`src/rtl/core/pba_pkg.sv`:
```
// ----------------------------------------------------------------------------
// Page bitmap allocator package
// Shared constants, request/result payload types and the command/status
// structs between the controller and the datapath.
// ----------------------------------------------------------------------------
package pba_pkg;

  // Default geometry
  localparam int NumPagesDef = 1024;
  localparam int PageSizeDef = 4096;

  // Bitmap memory word: 32 pages per word
  localparam int WordW = 32;
  localparam int BitW  = 5;

  // Configuration register widths and reset values
  localparam int AddrW = 32;
  localparam int PageCfgW = 11;
  localparam logic [AddrW-1:0]    BaseAddrRst  = 32'h0010_0000;
  localparam logic [PageCfgW-1:0] RsvPagesRst  = 11'd256;
  localparam logic [PageCfgW-1:0] HeapFirstRst = 11'd256;
  localparam logic [PageCfgW-1:0] HeapEndRst   = 11'd512;

  // Configuration register indexes
  localparam int CfgIdxW = 2;
  localparam logic [CfgIdxW-1:0] CfgBaseAddr  = 2'd0;
  localparam logic [CfgIdxW-1:0] CfgRsvPages  = 2'd1;
  localparam logic [CfgIdxW-1:0] CfgHeapFirst = 2'd2;
  localparam logic [CfgIdxW-1:0] CfgHeapEnd   = 2'd3;

  // Request codes
  localparam logic [1:0] ReqAlloc = 2'd0;
  localparam logic [1:0] ReqFree  = 2'd1;
  localparam logic [1:0] ReqInit  = 2'd2;

  // Result status codes
  localparam logic [1:0] StOk    = 2'd0;
  localparam logic [1:0] StOom   = 2'd1;
  localparam logic [1:0] StRange = 2'd2;

  // Result select codes (controller -> datapath)
  localparam logic [1:0] ResOk    = 2'd0;
  localparam logic [1:0] ResAlloc = 2'd1;
  localparam logic [1:0] ResOom   = 2'd2;
  localparam logic [1:0] ResRange = 2'd3;

  typedef struct packed {
    logic [1:0]       req_type;
    logic [AddrW-1:0] free_address;
  } req_t;

  typedef struct packed {
    logic [AddrW-1:0] page_address;
    logic [1:0]       status;
  } res_t;

  // Controller -> datapath commands
  typedef struct packed {
    logic       accept;    // request transfer this cycle
    logic       snap;      // capture init bounds
    logic       cnt_clr;   // clear word counter
    logic       cnt_inc;   // advance word counter
    logic       scan;      // scan read at word counter
    logic       rd_free;   // read word of the page to free
    logic       wr_init;   // write init pattern at word counter
    logic       wr_alloc;  // clear found bit in checked word
    logic       wr_free;   // set bit of freed page
    logic       emit;      // load result register and strobe
    logic [1:0] res_sel;
  } dp_cmd_t;

  // Datapath -> controller status
  typedef struct packed {
    logic is_alloc;
    logic is_free;
    logic is_init;
    logic hit;         // checked scan word holds a free page
    logic chk_last;    // checked scan word is the last word
    logic chk_valid;   // a scan word is checked this cycle
    logic cnt_last;    // word counter at last word
    logic free_range;  // pending free address is out of range
  } dp_sts_t;

endpackage

```
`src/rtl/core/pba_ctrl.sv`:
```
// ----------------------------------------------------------------------------
// Page bitmap allocator controller
// Sequences init sweeps, allocation scans and free read-modify-writes.
// ----------------------------------------------------------------------------
module pba_ctrl (
  input  logic             clk_i,
  input  logic             rst_ni,
  input  logic             start,
  output logic             busy,
  input  pba_pkg::dp_sts_t sts_i,
  output pba_pkg::dp_cmd_t cmd_o
);

  localparam logic [2:0] StInit   = 3'd0;
  localparam logic [2:0] StIdle   = 3'd1;
  localparam logic [2:0] StScan   = 3'd2;
  localparam logic [2:0] StFreeRd = 3'd3;
  localparam logic [2:0] StFreeWr = 3'd4;

  logic [2:0] state_q, state_d;
  logic       reply_q, reply_d;

  // State registers; reset starts the bitmap init sweep without a reply
  always_ff @(posedge clk_i or negedge rst_ni) begin
    if (!rst_ni) begin
      state_q <= StInit;
      reply_q <= 1'b0;
    end else begin
      state_q <= state_d;
      reply_q <= reply_d;
    end
  end

  assign busy = (state_q != StIdle);

  // Next state and commands
  always_comb begin
    state_d = state_q;
    reply_d = reply_q;
    cmd_o   = '0;
    unique case (state_q)
      StIdle: begin
        if (start) begin
          cmd_o.accept  = 1'b1;
          cmd_o.cnt_clr = 1'b1;
          if (sts_i.is_alloc) begin
            state_d = StScan;
          end else if (sts_i.is_free) begin
            state_d = StFreeRd;
          end else if (sts_i.is_init) begin
            cmd_o.snap = 1'b1;
            reply_d    = 1'b1;
            state_d    = StInit;
          end else begin
            // unused request code: plain ok reply
            cmd_o.emit    = 1'b1;
            cmd_o.res_sel = pba_pkg::ResOk;
          end
        end
      end
      StScan: begin
        cmd_o.scan    = 1'b1;
        cmd_o.cnt_inc = 1'b1;
        if (sts_i.hit) begin
          cmd_o.wr_alloc = 1'b1;
          cmd_o.emit     = 1'b1;
          cmd_o.res_sel  = pba_pkg::ResAlloc;
          state_d        = StIdle;
        end else if (sts_i.chk_valid && sts_i.chk_last) begin
          cmd_o.emit    = 1'b1;
          cmd_o.res_sel = pba_pkg::ResOom;
          state_d       = StIdle;
        end
      end
      StFreeRd: begin
        if (sts_i.free_range) begin
          cmd_o.emit    = 1'b1;
          cmd_o.res_sel = pba_pkg::ResRange;
          state_d       = StIdle;
        end else begin
          cmd_o.rd_free = 1'b1;
          state_d       = StFreeWr;
        end
      end
      StFreeWr: begin
        cmd_o.wr_free = 1'b1;
        cmd_o.emit    = 1'b1;
        cmd_o.res_sel = pba_pkg::ResOk;
        state_d       = StIdle;
      end
      StInit: begin
        cmd_o.wr_init = 1'b1;
        cmd_o.cnt_inc = 1'b1;
        if (sts_i.cnt_last) begin
          state_d = StIdle;
          reply_d = 1'b0;
          if (reply_q) begin
            cmd_o.emit    = 1'b1;
            cmd_o.res_sel = pba_pkg::ResOk;
          end
        end
      end
      default: begin
        state_d = StIdle;
      end
    endcase
  end

endmodule

```
`src/rtl/core/pba_dp.sv`:
```
// ----------------------------------------------------------------------------
// Page bitmap allocator datapath
// Config registers, bitmap memory (32 pages per word), word counter,
// first-free search, address arithmetic and the result register.
// ----------------------------------------------------------------------------
module pba_dp #(
  parameter int NUM_PAGES = pba_pkg::NumPagesDef,
  parameter int PAGE_SIZE = pba_pkg::PageSizeDef
) (
  input  logic                            clk_i,
  input  logic                            rst_ni,
  input  logic                            cfg_we_i,
  input  logic [pba_pkg::CfgIdxW-1:0]     cfg_idx_i,
  input  logic [pba_pkg::AddrW-1:0]       cfg_data_i,
  input  pba_pkg::req_t                   req_i,
  input  pba_pkg::dp_cmd_t                cmd_i,
  output pba_pkg::dp_sts_t                sts_o,
  output pba_pkg::res_t                   res_o,
  output logic                            res_valid_o
);

  localparam int WordW   = pba_pkg::WordW;
  localparam int BitW    = pba_pkg::BitW;
  localparam int AW      = pba_pkg::AddrW;
  localparam int PCW     = pba_pkg::PageCfgW;
  localparam int Depth   = (NUM_PAGES + WordW - 1) / WordW;
  localparam int WA      = (Depth > 1) ? $clog2(Depth) : 1;
  localparam int PsShift = $clog2(PAGE_SIZE);
  localparam int CW      = (WA + BitW > PCW) ? (WA + BitW) : PCW;
  localparam int Rem     = NUM_PAGES % WordW;
  localparam logic [WA-1:0]    LastWord = WA'(Depth - 1);
  localparam logic [WordW-1:0] TailMask =
    (Rem == 0) ? {WordW{1'b1}} : ({WordW{1'b1}} >> (WordW - Rem));

  // Configuration registers
  logic [AW-1:0]  base_q;
  logic [PCW-1:0] rsv_q, hfirst_q, hend_q;

  always_ff @(posedge clk_i or negedge rst_ni) begin
    if (!rst_ni) begin
      base_q   <= pba_pkg::BaseAddrRst;
      rsv_q    <= pba_pkg::RsvPagesRst;
      hfirst_q <= pba_pkg::HeapFirstRst;
      hend_q   <= pba_pkg::HeapEndRst;
    end else if (cfg_we_i) begin
      unique case (cfg_idx_i)
        pba_pkg::CfgBaseAddr:  base_q   <= cfg_data_i;
        pba_pkg::CfgRsvPages:  rsv_q    <= cfg_data_i[PCW-1:0];
        pba_pkg::CfgHeapFirst: hfirst_q <= cfg_data_i[PCW-1:0];
        pba_pkg::CfgHeapEnd:   hend_q   <= cfg_data_i[PCW-1:0];
        default: ;
      endcase
    end
  end

  // Init bounds, captured when a sweep starts
  logic [PCW-1:0] i_rsv_q, i_hfirst_q, i_hend_q;

  always_ff @(posedge clk_i or negedge rst_ni) begin
    if (!rst_ni) begin
      i_rsv_q    <= pba_pkg::RsvPagesRst;
      i_hfirst_q <= pba_pkg::HeapFirstRst;
      i_hend_q   <= pba_pkg::HeapEndRst;
    end else if (cmd_i.snap) begin
      i_rsv_q    <= rsv_q;
      i_hfirst_q <= hfirst_q;
      i_hend_q   <= hend_q;
    end
  end

  // Request decode
  assign sts_o.is_alloc = (req_i.req_type == pba_pkg::ReqAlloc);
  assign sts_o.is_free  = (req_i.req_type == pba_pkg::ReqFree);
  assign sts_o.is_init  = (req_i.req_type == pba_pkg::ReqInit);

  // Free address to page index, captured at the request transfer
  logic [AW-1:0]   diff;
  logic [AW-1:0]   pg_full;
  logic            range_d;
  logic            frange_q;
  logic [WA-1:0]   fword_q;
  logic [BitW-1:0] fbit_q;

  assign diff    = req_i.free_address - base_q;
  assign pg_full = diff >> PsShift;
  assign range_d = (req_i.free_address < base_q) || (pg_full >= AW'(NUM_PAGES));

  always_ff @(posedge clk_i) begin
    if (cmd_i.accept) begin
      frange_q <= range_d;
      fword_q  <= WA'(pg_full >> BitW);
      fbit_q   <= pg_full[BitW-1:0];
    end
  end

  assign sts_o.free_range = frange_q;

  // Word counter for sweeps and scans; saturates at the last word
  logic [WA-1:0] cnt_q;
  logic          chk_q;
  logic [WA-1:0] chk_idx_q;

  always_ff @(posedge clk_i or negedge rst_ni) begin
    if (!rst_ni) begin
      cnt_q <= '0;
      chk_q <= 1'b0;
    end else begin
      chk_q <= cmd_i.scan;
      if (cmd_i.cnt_clr) begin
        cnt_q <= '0;
      end else if (cmd_i.cnt_inc && (cnt_q != LastWord)) begin
        cnt_q <= cnt_q + WA'(1);
      end
    end
  end

  always_ff @(posedge clk_i) begin
    chk_idx_q <= cnt_q;
  end

  assign sts_o.cnt_last  = (cnt_q == LastWord);
  assign sts_o.chk_last  = (chk_idx_q == LastWord);
  assign sts_o.chk_valid = chk_q;

  // Init pattern for the word at the counter: 1 = free
  logic [WordW-1:0] init_word;

  always_comb begin
    logic [CW-1:0] pg;
    for (int j = 0; j < WordW; j++) begin
      pg = CW'({cnt_q, BitW'(j)});
      init_word[j] = !((pg < CW'(i_rsv_q)) ||
                       ((pg >= CW'(i_hfirst_q)) && (pg < CW'(i_hend_q))));
    end
  end

  // Bitmap memory: one read, one write per cycle, registered read data
  logic [WordW-1:0] mem [Depth];
  logic [WordW-1:0] rdata_q;
  logic             rd_en;
  logic [WA-1:0]    raddr;
  logic             we;
  logic [WA-1:0]    waddr;
  logic [WordW-1:0] wdata;

  assign rd_en = cmd_i.scan || cmd_i.rd_free;
  assign raddr = cmd_i.rd_free ? fword_q : cnt_q;

  always_ff @(posedge clk_i) begin
    if (we) begin
      mem[waddr] <= wdata;
    end
    if (rd_en) begin
      rdata_q <= mem[raddr];
    end
  end

  // First free page in the checked word
  logic [WordW-1:0] masked;
  logic [BitW-1:0]  hit_bit;

  assign masked = (chk_idx_q == LastWord) ? (rdata_q & TailMask) : rdata_q;

  always_comb begin
    hit_bit = '0;
    for (int i = WordW - 1; i >= 0; i--) begin
      if (masked[i]) begin
        hit_bit = BitW'(i);
      end
    end
  end

  assign sts_o.hit = chk_q && (masked != '0);

  // Write port select
  always_comb begin
    we    = 1'b0;
    waddr = cnt_q;
    wdata = init_word;
    priority if (cmd_i.wr_init) begin
      we = 1'b1;
    end else if (cmd_i.wr_alloc) begin
      we    = 1'b1;
      waddr = chk_idx_q;
      wdata = rdata_q & ~(WordW'(1) << hit_bit);
    end else if (cmd_i.wr_free) begin
      we    = 1'b1;
      waddr = fword_q;
      wdata = rdata_q | (WordW'(1) << fbit_q);
    end
  end

  // Allocated address: base + page index * page size, modulo 2^32
  logic [AW-1:0] alloc_addr;

  assign alloc_addr = base_q + (AW'({chk_idx_q, hit_bit}) << PsShift);

  // Result register and strobe
  logic          res_valid_q;
  pba_pkg::res_t res_q;

  always_ff @(posedge clk_i or negedge rst_ni) begin
    if (!rst_ni) begin
      res_valid_q <= 1'b0;
    end else begin
      res_valid_q <= cmd_i.emit;
    end
  end

  always_ff @(posedge clk_i) begin
    if (cmd_i.emit) begin
      unique case (cmd_i.res_sel)
        pba_pkg::ResOk: begin
          res_q.page_address <= '0;
          res_q.status       <= pba_pkg::StOk;
        end
        pba_pkg::ResAlloc: begin
          res_q.page_address <= alloc_addr;
          res_q.status       <= pba_pkg::StOk;
        end
        pba_pkg::ResOom: begin
          res_q.page_address <= '0;
          res_q.status       <= pba_pkg::StOom;
        end
        pba_pkg::ResRange: begin
          res_q.page_address <= '0;
          res_q.status       <= pba_pkg::StRange;
        end
        default: begin
          res_q.page_address <= '0;
          res_q.status       <= pba_pkg::StOk;
        end
      endcase
    end
  end

  assign res_o       = res_q;
  assign res_valid_o = res_valid_q;

endmodule

```
`src/rtl/core/page_bitmap_allocator.sv`:
```
// ----------------------------------------------------------------------------
// Page bitmap allocator
// First-fit physical page frame allocator over a free bitmap.
// ----------------------------------------------------------------------------
// A request is transferred when start is high and busy is low; every request
// gives exactly one result, shown for one cycle with res_valid_o, and the
// receiver cannot stall it. The free bitmap sits in a memory of
// ceil(NUM_PAGES/32) words of 32 pages, and that memory's single read port
// sets the timing: an allocation scans one word per cycle from word 0 and
// replies once the first word with a free page is checked (OOM once the
// last word is checked with none). A free reads and rewrites the word of
// its page (an out-of-range free replies without a memory access), a
// reinitialize sweeps every word before its reply, and an unused request
// code gets a plain ok result. After reset the block sweeps the bitmap with
// busy high and gives no result for it; configuration writes are taken at any time.
// PAGE_SIZE must be a power of two.
// ----------------------------------------------------------------------------
module page_bitmap_allocator #(
  parameter int NUM_PAGES = pba_pkg::NumPagesDef,
  parameter int PAGE_SIZE = pba_pkg::PageSizeDef
) (
  input  logic                        clk_i,
  input  logic                        rst_ni,
  input  logic                        cfg_we_i,
  input  logic [pba_pkg::CfgIdxW-1:0] cfg_idx_i,
  input  logic [pba_pkg::AddrW-1:0]   cfg_data_i,
  input  logic                        start,
  output logic                        busy,
  input  pba_pkg::req_t               req_i,
  output pba_pkg::res_t               res_o,
  output logic                        res_valid_o
);

  pba_pkg::dp_cmd_t cmd;
  pba_pkg::dp_sts_t sts;

  // Sequencer
  pba_ctrl u_ctrl (
    .clk_i  (clk_i),
    .rst_ni (rst_ni),
    .start  (start),
    .busy   (busy),
    .sts_i  (sts),
    .cmd_o  (cmd)
  );

  // Bitmap, config and arithmetic
  pba_dp #(
    .NUM_PAGES (NUM_PAGES),
    .PAGE_SIZE (PAGE_SIZE)
  ) u_dp (
    .clk_i       (clk_i),
    .rst_ni      (rst_ni),
    .cfg_we_i    (cfg_we_i),
    .cfg_idx_i   (cfg_idx_i),
    .cfg_data_i  (cfg_data_i),
    .req_i       (req_i),
    .cmd_i       (cmd),
    .sts_o       (sts),
    .res_o       (res_o),
    .res_valid_o (res_valid_o)
  );

endmodule

```
`config.mk`:
```
export PLATFORM = sky130hd
export DESIGN_NAME = page_bitmap_allocator
export DESIGN_NICKNAME = d
export VERILOG_FILES = /design/src/rtl/core/pba_pkg.sv /design/src/rtl/core/pba_ctrl.sv /design/src/rtl/core/pba_dp.sv /design/src/rtl/core/page_bitmap_allocator.sv
export SDC_FILE = /design/constraint.sdc
export NUM_CORES = 2
export LEC_CHECK = 0
export BUFFER_PORTS_ARGS = -buffer_cell sky130_fd_sc_hd__buf_4
export CORE_AREA = 2 2 340 342
export DETAILED_ROUTE_END_ITERATION = 10
export DIE_AREA = 0 0 342 344
export SYNTH_ARGS = -nofsm -noshare
export SYNTH_HDL_FRONTEND = slang
export SYNTH_SLANG_ARGS = --single-unit
export TNS_END_PERCENT = 20
```
`constraint.sdc`:
```
create_clock -name clk_i -period 5.63 [get_ports clk_i]
set_input_delay 0.8445 -clock clk_i [delete_from_list [all_inputs] [get_ports clk_i]]
set_output_delay 0.8445 -clock clk_i [all_outputs]
set_load 0.01 [all_outputs]
```
==> flow_summary.yaml <==
clock_network:
  htreeDepth: 4
  cts_root_buffer: "clkbuf_16"
  clkSlewWorstSetupHoldPaths_ns: 0.06
  cts_made_buffers: 131
  cts_tree: "yes"
  cts_hold_buf: 0
  cts-resized-gates: 0
  cts_sinks: 1215
  clk_latency_ns: 0.75
  cts.path.max_buffers: 3
  post-cts-setup-buffers: 0
floorplan:
  core-area_um2: 113900
  die-width_um: 342
  initial_core_util: 0.4476
  num_rows: 124
  die_area_um2: 117600
  die_y_um: 344
  pin_count: 108
timing:
  final-setup-viol-count: 0
  min_period_over_period: 0.7992
  maxSlewHeadroom: 0.1680
  worst_pin_slew_ns: 1.245
  rsz0062_at_grt: "no"
  hold_viol: 0
  max_freq_mhz: 222.2
  setup-tns-final_ns: 0
  timing_max_transition_violations_final: 0
  finClkSkew_ns: 0.03305
  period_minus_slack_ns: 4.500
worst_setup_path:
  cp.depth: 10
  slowest_stage: "nor2_4"
  critPathTopFamily: "simple AND/OR/NAND/NOR gates"
  path_max_fanout: 19
  crit_chain: "or4_1, nor3_2, nand4_1, o21ai_1, or2_1, nand2_2, o21ai_1, nand3_1, nor2_4, buf_12"
  worst-r2r-setup-slack_ns: 1.13
  arrival_ns: 4.92
  critPathMaxStageDelay_ns: 0.69
  r2r_start: "u_dp.masked[14]"
  worstRegToRegCells: 10
  crit_top_cell: "o21ai_1"
  worstSetupStartpoint: "u_dp.masked[14]"
  worstPathRequired_ns: 6.05
  start_kind: "flop"
  r2r-end: "u_dp.mem[12][6]"
  setup.worst_path.class: "reg2reg"
  crit_path_end_kind: "flop"
  endpoint: "u_dp.mem[12][6]"
  path_buf_inv: 1
drt:
  wl_per_cell_um: 28.66
  routed_wl_um: 143000
  ant_nets: 0
  drt_iter0_markers: 3110
  drc: 0
  first_pass_iters: 7
  vias: 30120
  via_per_inst: 6.034
logic_synthesis:
  async_flop_share: 0.08971
  synth_nets: 3303
  synth_area_um2: 50970
  synth_edf_count: 1101
  ys.flop_type: "edfxtp_1"
  syn_inst: 3171
  postSynthAreaPerCell_um2: 16.07
  synthDistinctLibCells: 78
  yosysSeqAreaShare: 0.7043
  ys_warn_count: 0
  ys_ff_latch: 1215
global_route:
  grt_antenna_before_repair: 1
  grt-ovfl-total: 0
  grt_pass1_wl_um: 209100
  track_usage: 0.2444
  grt_max_degree: 99
  grt_pass1_vias: 30300
power_and_ir_drop:
  p_total_mw: 41.83
  p_leak_nw: 20.12
  power_density_nw_per_um2: 711.6
  ir_drop_mv: 0.6067
flow_run:
  maxCapViolCount: 0
run_status:
  run_status: "complete, no violations"
placed_design:
  routabilityCongestion: 0.9455
  portBuffers: 107
  hpwlAfterDp_um: 88840
final_layout:
  antenna_cells: 0
  drive_above_1_share: 0.2397
  syn_to_final_growth_pct: 15.32
  n_fill_cell: 9262
  finalNetCount: 3511
worst_hold_path:
  min_path_type: "in2async"
routing by layer:
metal | GRT usage | share of wire
met5 | 0 | 0
met4 | 0.08242 | 0.031
met3 | 0.04139 | 0.073
met2 | 0.3944 | 0.48
met1 | 0.3397 | 0.42
cells in the final DEF (no fill, tap or decap), types with 27 or more instances in the layout:
master     count
edfxtp_1    1101
nand2_1      377
mux4_2       257
buf_4        208
nand3_1      187
o21ai_0      138
clkbuf_16    133
nor2_1       124
a21oi_1      103
dfrtp_1      102
inv_1         88
mux2_2        67
ha_1          60
nor2_4        33
nor3_1        32
clkinv_1      29
clkbuf_1      27
cell usage after synthesis, drive strengths merged, types with 5 or more instances:
cell type	instances	area, um^2
mux2i	7	70.07
a22oi	6	45.04
nand2b	12	75.07
nor2	157	589.3
o31ai	5	37.54
dfrtp	102	2552
and3	10	62.56
nand2	378	1421
nor3b	9	67.56
xor2	5	43.79
o311ai	7	61.31
o21bai	6	45.04
nor3	34	175.2
dfxtp	5	100.1
a311oi	9	96.35
mux2	67	754.5
a31oi	9	56.30
o22ai	8	50.05
and2	12	75.07
a221oi	7	67.56
nand4	6	37.54
buf	62	286.5
nor4	9	62.56
a211oi	23	172.7
edfxtp	1101	33060
nand3	187	935.9
o21ai	151	759.5
a211o	5	43.79
ha	60	750.7
or2	14	87.58
nand3b	9	67.56
a21oi	128	640.6
o21a	6	45.04
clkbuf	93	349.1
dfstp	7	183.9
or3	7	43.79
inv	88	330.3
nor2b	11	68.82
o221ai	8	70.07
mux4	257	5788
xnor2	19	166.4
o211ai	8	70.06
a21o	13	97.59
kinds of logic (layout without fill, tap and decap cells):
kind of cell | Yosys count | after routing | synth area share
mux | 331 | 331 | 0.1297
buf+inv | 243 | 551 | 0.01895
xor+xnor | 24 | 24 | 0.004124
compound gates | 428 | 428 | 0.05163
simple gates | 870 | 870 | 0.07652
flops | 1215 | 1215 | 0.7043
fa+ha+maj | 60 | 60 | 0.01473
through the flow:
| stage | util | hold WS (ns) | setup WS (ns) | cells | instance area (um^2) |
|---|---|---|---|---|---|
| global placement | 0.4805 | 0.4851 | 1.401 | 4758 | 54720 |
| CTS | 0.5162 | 0.1664 | 1.229 | 4991 | 58780 |
| detailed placement | 0.4805 | 0.4885 | 1.260 | 4758 | 54720 |
| floorplan | - | 0.4750 | 1.395 | 3171 | 50970 |
| finish | 0.5162 | 0.1483 | 1.130 | 4991 | 58780 |
| global route | 0.5162 | 0.2085 | 0.9690 | 4991 | 58780 |
worst reg2reg max path, stage by stage, from the launching register on:
cell      delay (ns)
edfxtp_1        0.46
or4_1           0.61
nor3_2          0.18
nand4_1         0.16
o21ai_1         0.36
or2_1           0.19
nand2_2         0.16
o21ai_1         0.58
nand3_1         0.49
nor2_4          0.69
buf_12          0.28
area by class of cell:
class | instances | area, um^2 | share of cell area
repair buffers | 230 | 2002 | 0.03406
clock inverters | 72 | 613.1 | 0.01043
clock buffers | 161 | 3443 | 0.05858
well taps | 1512 | 1892 | 0.03219
inverters | 88 | 330.3 | 0.005620
multi-input cells | 1713 | 14600 | 0.2484
flip-flops and latches | 1215 | 35900 | 0.6107
how the worst min path moves through the flow:
| stage | from | endpoint | slack, ns | depth (start not counted) |
|---|---|---|---|---|
| after floorplan | u_dp.hend_q[0] | u_dp.i_hend_q[0] | 0.47 | 1 |
| after global placement | u_dp.rsv_q[9] | u_dp.i_rsv_q[9] | 0.49 | 1 |
| after detailed placement | u_dp.rsv_q[2] | u_dp.i_rsv_q[2] | 0.49 | 1 |
| after CTS | rst_ni | u_dp.chk_q | 0.17 | 1 |
| after global routing | rst_ni | u_dp.base_q[7] | 0.21 | 1 |
| final | rst_ni | u_dp.base_q[7] | 0.15 | 1 |
power breakdown:
part	internal [mW]	total [mW]	leakage, nW	switching, mW
Sequential	16.2	16.9	11.4	0.765
Clock	4.72	8.21	1.99	3.49
Combinational	4.98	16.7	6.69	11.7
registers in the layout, summed over array words and instances, names as in the netlist, 32 cells and up:
| signal | flops |
|---|---|
| u_dp.mem | 1024 |
| u_dp.res_o | 34 |
| u_dp.base_q | 32 |
| u_dp.masked | 32 |
Power figures use the tool's default switching activity.
